### config.mk
export PLATFORM = sky130hd
export DESIGN_NAME = knx_two_byte_float_codec
export DESIGN_NICKNAME = d
export VERILOG_FILES = /design/src/sv/knx2f_pkg.sv /design/src/sv/knx2f_datapath.sv /design/src/sv/knx2f_seq.sv /design/src/sv/knx_two_byte_float_codec.sv
export SDC_FILE = /design/constraint.sdc
export NUM_CORES = 1
export LEC_CHECK = 0
export BUFFER_PORTS_ARGS = -buffer_cell sky130_fd_sc_hd__buf_2
export CELL_PAD_IN_SITES_DETAIL_PLACEMENT = 1
export CELL_PAD_IN_SITES_GLOBAL_PLACEMENT = 1
export CORE_MARGIN = 5
export CORE_UTILIZATION = 45
export CTS_BUF_LIST = sky130_fd_sc_hd__clkbuf_8
export CTS_CLUSTER_DIAMETER = 50
export CTS_CLUSTER_SIZE = 40
export DETAILED_ROUTE_END_ITERATION = 12
export GPL_ROUTABILITY_DRIVEN = 0
export GPL_TIMING_DRIVEN = 0
export PLACE_DENSITY_LB_ADDON = 0.1
export SYNTH_ARGS = -nofsm -noshare
export SYNTH_HDL_FRONTEND = slang
export SYNTH_HIERARCHICAL = 1
export SYNTH_SLANG_ARGS = --single-unit
export TNS_END_PERCENT = 10
### constraint.sdc
create_clock -name clk -period 6.8 [get_ports clk]
set_input_delay 0.68 -clock clk [delete_from_list [all_inputs] [get_ports clk]]
set_output_delay 0.68 -clock clk [all_outputs]
set_load 0.02 [all_outputs]
### src/sv/knx2f_pkg.sv
// Shared types and constants for the two-byte bus float codec.
// No dependencies; used by knx2f_datapath, knx2f_seq and the top level.
package knx2f_pkg;

	localparam int WORD_W  = 16;
	localparam int VAL_W   = 27;
	localparam int IN_W    = 28;
	localparam int EXP_W   = 4;
	localparam int MANT_W  = 11;
	localparam int Q_W     = 12;

	localparam logic [EXP_W-1:0] EXP_MAX = 4'hf;
	localparam logic signed [IN_W-1:0] MANT_MAX = 28'sd2047;
	localparam logic signed [IN_W-1:0] MANT_MIN = -28'sd2048;

	localparam logic ACT_DECODE = 1'b0;
	localparam logic ACT_ENCODE = 1'b1;

	// sequencer -> datapath
	typedef struct packed {
		logic load;
		logic step;
	} knx2f_ctrl_t;

	// datapath -> sequencer
	typedef struct packed {
		logic exp_zero;
		logic exp_last;
		logic fits;
	} knx2f_stat_t;

endpackage

### src/sv/knx2f_datapath.sv
// Shared one-bit shifter datapath: accumulator, exponent counter, range bounds.
// Depends on knx2f_pkg.
module knx2f_datapath import knx2f_pkg::*; (
	input  logic                     clk,
	input  knx2f_ctrl_t              ctrl,
	input  logic                     action,
	input  logic [WORD_W-1:0]        encoded_in,
	input  logic signed [IN_W-1:0]   value_in,
	output knx2f_stat_t              stat,
	output logic [WORD_W-1:0]        res_encoded,
	output logic signed [VAL_W-1:0]  res_value,
	output logic                     res_saturated
);

	logic [IN_W-1:0]        acc_q;
	logic [EXP_W-1:0]       exp_q;
	logic signed [IN_W-1:0] value_q;
	logic signed [IN_W-1:0] hi_q;
	logic signed [IN_W-1:0] lo_q;
	logic                   rbit_q;
	logic                   neg_q;
	logic                   mode_q;

	logic signed [IN_W-1:0] dec_mant;
	logic [IN_W-1:0]        mag;
	logic [Q_W-1:0]         q;
	logic [Q_W-1:0]         m12;
	logic                   fits;

	assign dec_mant = {{(IN_W-MANT_W){encoded_in[WORD_W-1]}}, encoded_in[MANT_W-1:0]};
	assign mag      = value_in[IN_W-1] ? IN_W'(-value_in) : IN_W'(value_in);

	always_ff @(posedge clk) begin
		if (ctrl.load) begin
			mode_q  <= action;
			value_q <= value_in;
			neg_q   <= value_in[IN_W-1];
			hi_q    <= MANT_MAX;
			lo_q    <= MANT_MIN;
			rbit_q  <= 1'b0;
			if (action == ACT_ENCODE) begin
				acc_q <= mag;
				exp_q <= '0;
			end else begin
				acc_q <= dec_mant;
				exp_q <= encoded_in[WORD_W-2 -: EXP_W];
			end
		end else if (ctrl.step) begin
			if (mode_q == ACT_ENCODE) begin
				// divide by two; keep the last bit out for rounding
				acc_q  <= acc_q >> 1;
				rbit_q <= acc_q[0];
				hi_q   <= hi_q <<< 1;
				lo_q   <= lo_q <<< 1;
				exp_q  <= exp_q + 1'b1;
			end else begin
				acc_q <= acc_q << 1;
				exp_q <= exp_q - 1'b1;
			end
		end
	end

	assign fits = (value_q <= hi_q) && (value_q >= lo_q);

	assign stat.exp_zero = (exp_q == '0);
	assign stat.exp_last = (exp_q == EXP_MAX);
	assign stat.fits     = fits;

	// once in range acc holds at most 2048, so 12 bits carry the quotient
	assign q   = acc_q[Q_W-1:0] + Q_W'(rbit_q);
	assign m12 = neg_q ? Q_W'(-q) : q;

	always_comb begin
		res_encoded   = '0;
		res_value     = '0;
		res_saturated = 1'b0;
		if (mode_q == ACT_ENCODE) begin
			if (fits) begin
				res_encoded = {m12[Q_W-1], exp_q, m12[MANT_W-1:0]};
			end else begin
				res_saturated = 1'b1;
				res_encoded   = {neg_q, EXP_MAX, {MANT_W{~neg_q}}};
			end
		end else begin
			res_value = acc_q[VAL_W-1:0];
		end
	end

endmodule

### src/sv/knx2f_seq.sv
// Sequencer for the codec: loads an item, steps the shifter, signals finish.
// Depends on knx2f_pkg.
module knx2f_seq import knx2f_pkg::*; (
	input  logic        clk,
	input  logic        arst_n,
	input  logic        start,
	input  logic        action,
	input  knx2f_stat_t stat,
	output knx2f_ctrl_t ctrl,
	output logic        busy,
	output logic        finish
);

	typedef enum logic [1:0] {
		S_IDLE,
		S_DEC,
		S_ENC
	} state_t;

	state_t state_q;

	always_ff @(posedge clk or negedge arst_n) begin
		if (!arst_n) begin
			state_q <= S_IDLE;
		end else begin
			unique case (state_q)
				S_IDLE: begin
					if (start) begin
						state_q <= (action == ACT_ENCODE) ? S_ENC : S_DEC;
					end
				end
				S_DEC: begin
					if (stat.exp_zero) begin
						state_q <= S_IDLE;
					end
				end
				S_ENC: begin
					if (stat.fits || stat.exp_last) begin
						state_q <= S_IDLE;
					end
				end
				default: state_q <= S_IDLE;
			endcase
		end
	end

	always_comb begin
		ctrl.load = 1'b0;
		ctrl.step = 1'b0;
		finish    = 1'b0;
		unique case (state_q)
			S_IDLE: ctrl.load = start;
			S_DEC: begin
				finish    = stat.exp_zero;
				ctrl.step = ~stat.exp_zero;
			end
			S_ENC: begin
				finish    = stat.fits || stat.exp_last;
				ctrl.step = ~(stat.fits || stat.exp_last);
			end
			default: ;
		endcase
	end

	assign busy = (state_q != S_IDLE);

endmodule

### src/sv/knx_two_byte_float_codec.sv
// Top level of the two-byte bus float codec (decode and encode).
// Depends on knx2f_pkg, knx2f_datapath, knx2f_seq.
//
//  channel | signals                              | handshake
//  --------+--------------------------------------+---------------------------
//  command | action, encoded_in, value_in         | start && !busy
//  result  | encoded_out, value_out, saturated    | done, one cycle, no stall
//
// done is the sequencer's finish, registered; finish comes when decode has counted the
// exponent down to zero, or when encode fits or reaches the top exponent, 15. A new item can be
// accepted in the done cycle. Decode shifts the mantissa left once per cycle, encode
// searches the exponent upward with one right shift per cycle, both in the same
// one-bit shifter. busy is high from accept until the finishing cycle.
// Reset clears the sequencer and the done strobe; payload is not reset.
module knx_two_byte_float_codec import knx2f_pkg::*; (
	input  logic                     clk,
	input  logic                     arst_n,
	input  logic                     start,
	output logic                     busy,
	input  logic                     action,
	input  logic [WORD_W-1:0]        encoded_in,
	input  logic signed [IN_W-1:0]   value_in,
	output logic                     done,
	output logic [WORD_W-1:0]        encoded_out,
	output logic signed [VAL_W-1:0]  value_out,
	output logic                     saturated
);

	knx2f_ctrl_t             ctrl;
	knx2f_stat_t             stat;
	logic                    finish;
	logic [WORD_W-1:0]       res_encoded;
	logic signed [VAL_W-1:0] res_value;
	logic                    res_saturated;
	logic                    done_q;
	logic [WORD_W-1:0]       encoded_q;
	logic signed [VAL_W-1:0] value_q;
	logic                    saturated_q;

	knx2f_seq u_seq (
		.clk    (clk),
		.arst_n (arst_n),
		.start  (start),
		.action (action),
		.stat   (stat),
		.ctrl   (ctrl),
		.busy   (busy),
		.finish (finish)
	);

	knx2f_datapath u_dp (
		.clk           (clk),
		.ctrl          (ctrl),
		.action        (action),
		.encoded_in    (encoded_in),
		.value_in      (value_in),
		.stat          (stat),
		.res_encoded   (res_encoded),
		.res_value     (res_value),
		.res_saturated (res_saturated)
	);

	always_ff @(posedge clk or negedge arst_n) begin
		if (!arst_n) begin
			done_q <= 1'b0;
		end else begin
			done_q <= finish;
		end
	end

	always_ff @(posedge clk) begin
		if (finish) begin
			encoded_q   <= res_encoded;
			value_q     <= res_value;
			saturated_q <= res_saturated;
		end
	end

	assign done        = done_q;
	assign encoded_out = encoded_q;
	assign value_out   = value_q;
	assign saturated   = saturated_q;

`ifndef SYNTHESIS
	a_accept_busy: assert property (@(posedge clk) disable iff (!arst_n)
		(start && !busy) |=> busy)
		else $error("accepted item did not raise busy");

	a_done_idle: assert property (@(posedge clk) disable iff (!arst_n)
		done |-> !busy)
		else $error("result strobe while still busy");

	a_sat_exp: assert property (@(posedge clk) disable iff (!arst_n)
		(done && saturated) |-> (encoded_out[14:11] == EXP_MAX))
		else $error("saturated result without top exponent");

	a_one_side: assert property (@(posedge clk) disable iff (!arst_n)
		(done && (value_out != '0)) |-> ((encoded_out == '0) && !saturated))
		else $error("decode result carries encode fields");
`endif

endmodule
# == Word level (Yosys, flattened, before mapping) ==
# Cells that the tools add are included.
# word_totals
regBits,155
latch_bits,0
ramBits,0
rom_bits,0
in_bits,48
output_inout_bits,46
word_cells,57
mem_count,0
# classes
addsub,5
multipliers,0
div_mod_pow,0
order_cmp,2
n_eq_ne,6
shifts,0
mux,20
bitwise_logic,3
reduce_logical,8
# op_table
op,count
$mux 28,5
$ge 28x28->1,1
$le 28x28->1,1
$neg 28->28,1
$mux 16,1
$mux 4,4
$add 12x1->12,1
$mux 12,1
$neg 12->12,1
$mux 2,4
$pmux 2 s3,1
$add 4x1->4 const B,1
$eq 4x4->1 const B,1
$logic_not 4->1,1
$ne 2x1->1 const B,2
$pmux 1 s2,2
$reduce_bool 2->1,2
$sub 4x1->4 const B,1
$not 1->1,3
$reduce_and 3->1,1
$eq 2x1->1 const B,1
$eq 2x2->1 const B,1
$logic_not 2->1,1
$mux 1,2
other kinds (4),4

# == Depth between registers and ports, before layout ==
# logic_depth
depth_word,7
mapped_depth,20
ltp_nobuf,15

# == Hierarchy ==
# The synthesis kept the hierarchy.
# by_module_without_submodules
mod,n_inst,cells_per_inst,area_each_um2,seq_area_each_um2
knx2f_datapath,1,705,6359.8,2532.4
knx_two_byte_float_codec,1,45,1346.3,1346.3
knx2f_seq,1,23,196.4,50.0

# == Worst setup path before layout ==
# OpenSTA, ideal clock, no wires.
# synth_path
kind,register to register
startpoint,register u_dp.value_q[1]
endpoint,"register encoded_q[0], in the netlist encoded_out[0] (enable)"
setup_ns,0.515
arrival_ns,5.656
t_required_ns,6.285
path_slack_ns,0.628
path_stages_with_launch,14
n_path_buf,3
period_less_slack_ns,6.172
path_cell_list,edfxtp_1 ha_1 nor2b_1 o211ai_1 a21boi_0 o41ai_1 a211o_1 clkbuf_1 nand2_1 clkbuf_1 inv_1 buf_4 o21ai_0 a21boi_0
# synth_between
elab_chain_cells,4
word_cells_on_any_way,5
classes_between,2 x order compare; 1 x mux; 2 x reduce/logical
# synth_rtl
item,line_no,source
start: declaration,knx2f_datapath.sv:17,logic signed [IN_W-1:0] value_q;
start signal: assignment,knx2f_datapath.sv:36,value_q <= value_in;
$le 28x28->1 / $ge 28x28->1 (equally long branches),knx2f_datapath.sv:63,assign fits = (value_q <= hi_q) && (value_q >= lo_q);
$logic_and 1x1->1 *,knx2f_datapath.sv:63,
via u_dp.fits,knx2f_datapath.sv:28,logic fits;
$logic_or 1x1->1 *,knx2f_seq.sv:58,finish = stat.fits || stat.exp_last;
$pmux 1 s2 *,knx2f_seq.sv:51,unique case (state_q)
via finish,knx_two_byte_float_codec.sv:31,logic finish;
end signal: assignment,knx_two_byte_float_codec.sv:73,encoded_q <= res_encoded;
end: declaration,knx_two_byte_float_codec.sv:36,logic [WORD_W-1:0] encoded_q;
# Mark *: on every way through the listed nets, which the timed path passes. The rest lies on a longest branch.
# A chain may end at the register's enable or synchronous reset.

==> run metrics <==
mapped cell area=7900 µm²; top-area cell type share of the netlist area=39.9%; die area=20300 µm²; slowest stage delay, CP=0.58 ns; diode count=0; pwr dens=389 nW/µm²; Fin. Hold Viols=0; Area contributors post-synth=edfxtp_1, dfxtp_1, ha_1; worst-margin pin slew=0.857 ns; Arr. time, crit path=5.85 ns; DRT iter0 DRCs=451; most frequent cells after synthesis=edfxtp_1, nand2_1, a21oi_1; grt total ovfl=0; flops & latches, synth=143; wire per inst=21.0 µm; Clock transition at path regs=0.09 ns; Reg area=3930 µm²; Post-Synthesis Cells=773; post-synthesis xor/xnor area fraction=4.43%; Critical Path Source Type=flip-flop; Setup crit start=u_dp/value_q[27]; Post-synth EDFFs=105; final std cells w/o fill=1125; H-tree levels=4; DRT Pass-1 Iters=5; CORE AREA=17200 µm²; CTS Buf Count=17; worst setup margin=1.33 ns; Post-Syn Nets=876; MaxCap Viol Count=0; Simple-Gate Fraction of Synth Area=15.0%; area delta synth->final=15.1%; crit path buf inv count=6; Hold Crit Start=action; Slew headroom=42.5%; largest net degree at the start of global routing=34; Final Skew=0.0202 ns; die height=143 µm; clk root buf=clkbuf_8; Crit path depth=18; Fmax=183 MHz; sequential share of the synthesized area=49.7%; DRT Wirelength=23700 µm; Final min period=5.47 ns; Ports=94; Hold Path Class=in -> reg; area of the multi-input gates=3660 µm²; total power=3.54 mW; Critical Path Most Common Cell=clkbuf_1; CP top delay family=simple AND/OR/NAND/NOR gates; RSZ-0062 raised after global routing=no; initial core utilization=45.8%; port buffer count=93; CP cell instances=ha_1 -> nand4_1 -> nor4_1 -> o41ai_1 -> a211o_1 -> clkbuf_1 -> nand2_1 -> clkbuf_1 -> inv_1 -> buf_4 -> nor3b_2 -> or2_1 -> and2_1 -> and2_1 -> clkbuf_1 -> buf_1 -> nand2_1 -> a21oi_1; post-synthesis mux area share=1.04%; setup bufs post-CTS=0; global-route wire length before repair=37200 µm; Pleak=3.54 nW; final slew viol count=0; ys flop type=edfxtp_1; cell with the most instances after synthesis=edfxtp_1; post-DP HPWL=18300 µm; setup TNS=0 ns; Post-layout nets=990; layout cell share with drive strength beyond 1=15.8%; layout filler cell count=1940; adder-cell area share of the yosys netlist=8.80%; Die W=143 µm; # DRC=0; r2r worst-path depth=18; routed via count=6469; hold path depth=1; outcome=finished, final reports clean; Final Instance Area=9090 µm²; RR Startpoint=u_dp/value_q[27]; compound-gate portion of the synthesized area=16.8%; Fin Hold WS=0.437 ns; Mean Syn Cell Area=10.2 µm²; Max IR drop VDD=0.169 mV; antenna violations before repair=0; Final Core Density=52.8%; Clk Latency, worst-skew pair=0.46 ns; vias in the first global route=6717; slowest CP cell=nor4_1; GRT Util Overall=23.7%; Unique masters post-synth=59; Routed Antenna Nets=0; clock sink count=143; worst-path maximum fanout=10; Setup crit end kind=flip-flop; CTS max path bufs=2; FFs w/ async S/R, synth=2.10%; main combinational cell family by area after synthesis=compound AO/OA/AOI/OAI gates; routed vias/inst=5.75; Placement Cell Area=8680 µm²; dpl ws=1.47 ns; placed cells=1092; Synthesis Warnings=6; WS Path Type=reg -> reg; Std-Cell Rows=48; Period Utilization, post-route=80.4%; TritonCTS clock tree=done; final setup vio count=0; area leader, netlist=edfxtp_1; CP required=7.18 ns
kinds of logic (layout without fill, tap and decap cells):
logic type / after synthesis / after routing
buffers and inverters: 87 / 214
xor gates and xnor gates: 40 / 40
and+or+nand+nor: 233 / 233
AOI/OAI and AO/OA: 207 / 207
adders and majority gates: 55 / 55
muxes: 8 / 8
DFF: 143 / 143
worst paths after layout:
check / slack [ns] / end
hold reg to reg: 0.47 / u_dp/lo_q[25]
min in group asynchronous: 0.56 / done
max in group asynchronous: 6.14 / u_seq/state_q[1]
hold / removal: 0.44 / u_dp/mode_q
setup reg to reg: 1.33 / u_dp/hi_q[20]
setup / recovery: 1.33 / u_dp/hi_q[20]
power breakdown:
part           total (mW)  switching, mW  internal [mW]
clock network       0.677          0.398          0.279
registers            1.47          0.190           1.28
logic                1.39          0.888          0.502
metal layers:
layer  GRT usage, %  vias to the layer above  part of all wire, %
met1           32.4                     3184                   45
met4           6.70                        0                  1.9
li1               -                     3076                    -
met3           4.20                       33                  4.8
met5              0                        -                    0
met2           39.0                      176                   48
placed cells by master, fill, tap and decap left out, types with 7 or more instances in the layout:
cell / instances
o211ai_1: 12
buf_2: 93
xor2_1: 30
nor2_1: 29
clkbuf_8: 17
nand3_1: 20
nand2_1: 88
clkbuf_1: 34
xnor2_1: 10
edfxtp_1: 105
o21ai_0: 35
dfxtp_1: 35
a21oi_1: 61
inv_1: 47
nor3_1: 8
nor2b_1: 35
o22ai_1: 13
a21o_1: 7
a211o_1: 16
o31ai_1: 15
a211oi_1: 19
ha_1: 54
o21a_1: 7
nand4_1: 8
repair_timing:
item / in CTS / in global routing
hold endpoints to repair: 3 / 0
endpoints found under the setup margin: 0 / 0
hold buffers: 1 / 0
gates resized for setup: 0 / 0
cell type report:
type                       count  area share [%]
timing repair buffer          95            5.45
buffer                        39            1.65
inverter                      48            1.98
tap                          225            3.10
multi-input combinational    543            40.2
clock buffer                  17            2.57
clock inverter                15            1.83
sequential                   143            43.2
registers in the layout, summed over array words and instances, names as in the netlist:
signal / count
value_out: 27
u_dp/exp_q: 4
done: 1
u_dp/mode_q: 1
u_dp/hi_q: 28
saturated: 1
u_dp/rbit_q: 1
encoded_out: 16
u_dp/value_q: 28
u_dp/acc_q: 28
u_seq/state_q: 2
u_dp/lo_q: 6
worst reg2reg max path, stage by stage, from the launching register on:
cell	delay, ns
edfxtp_1	0.54
ha_1	0.41
nand4_1	0.20
nor4_1	0.58
o41ai_1	0.29
a211o_1	0.32
clkbuf_1	0.26
nand2_1	0.23
clkbuf_1	0.38
inv_1	0.10
buf_4	0.15
nor3b_2	0.24
or2_1	0.19
and2_1	0.18
and2_1	0.14
clkbuf_1	0.49
buf_1	0.43
nand2_1	0.12
a21oi_1	0.15
Power figures use the tool's default switching activity.
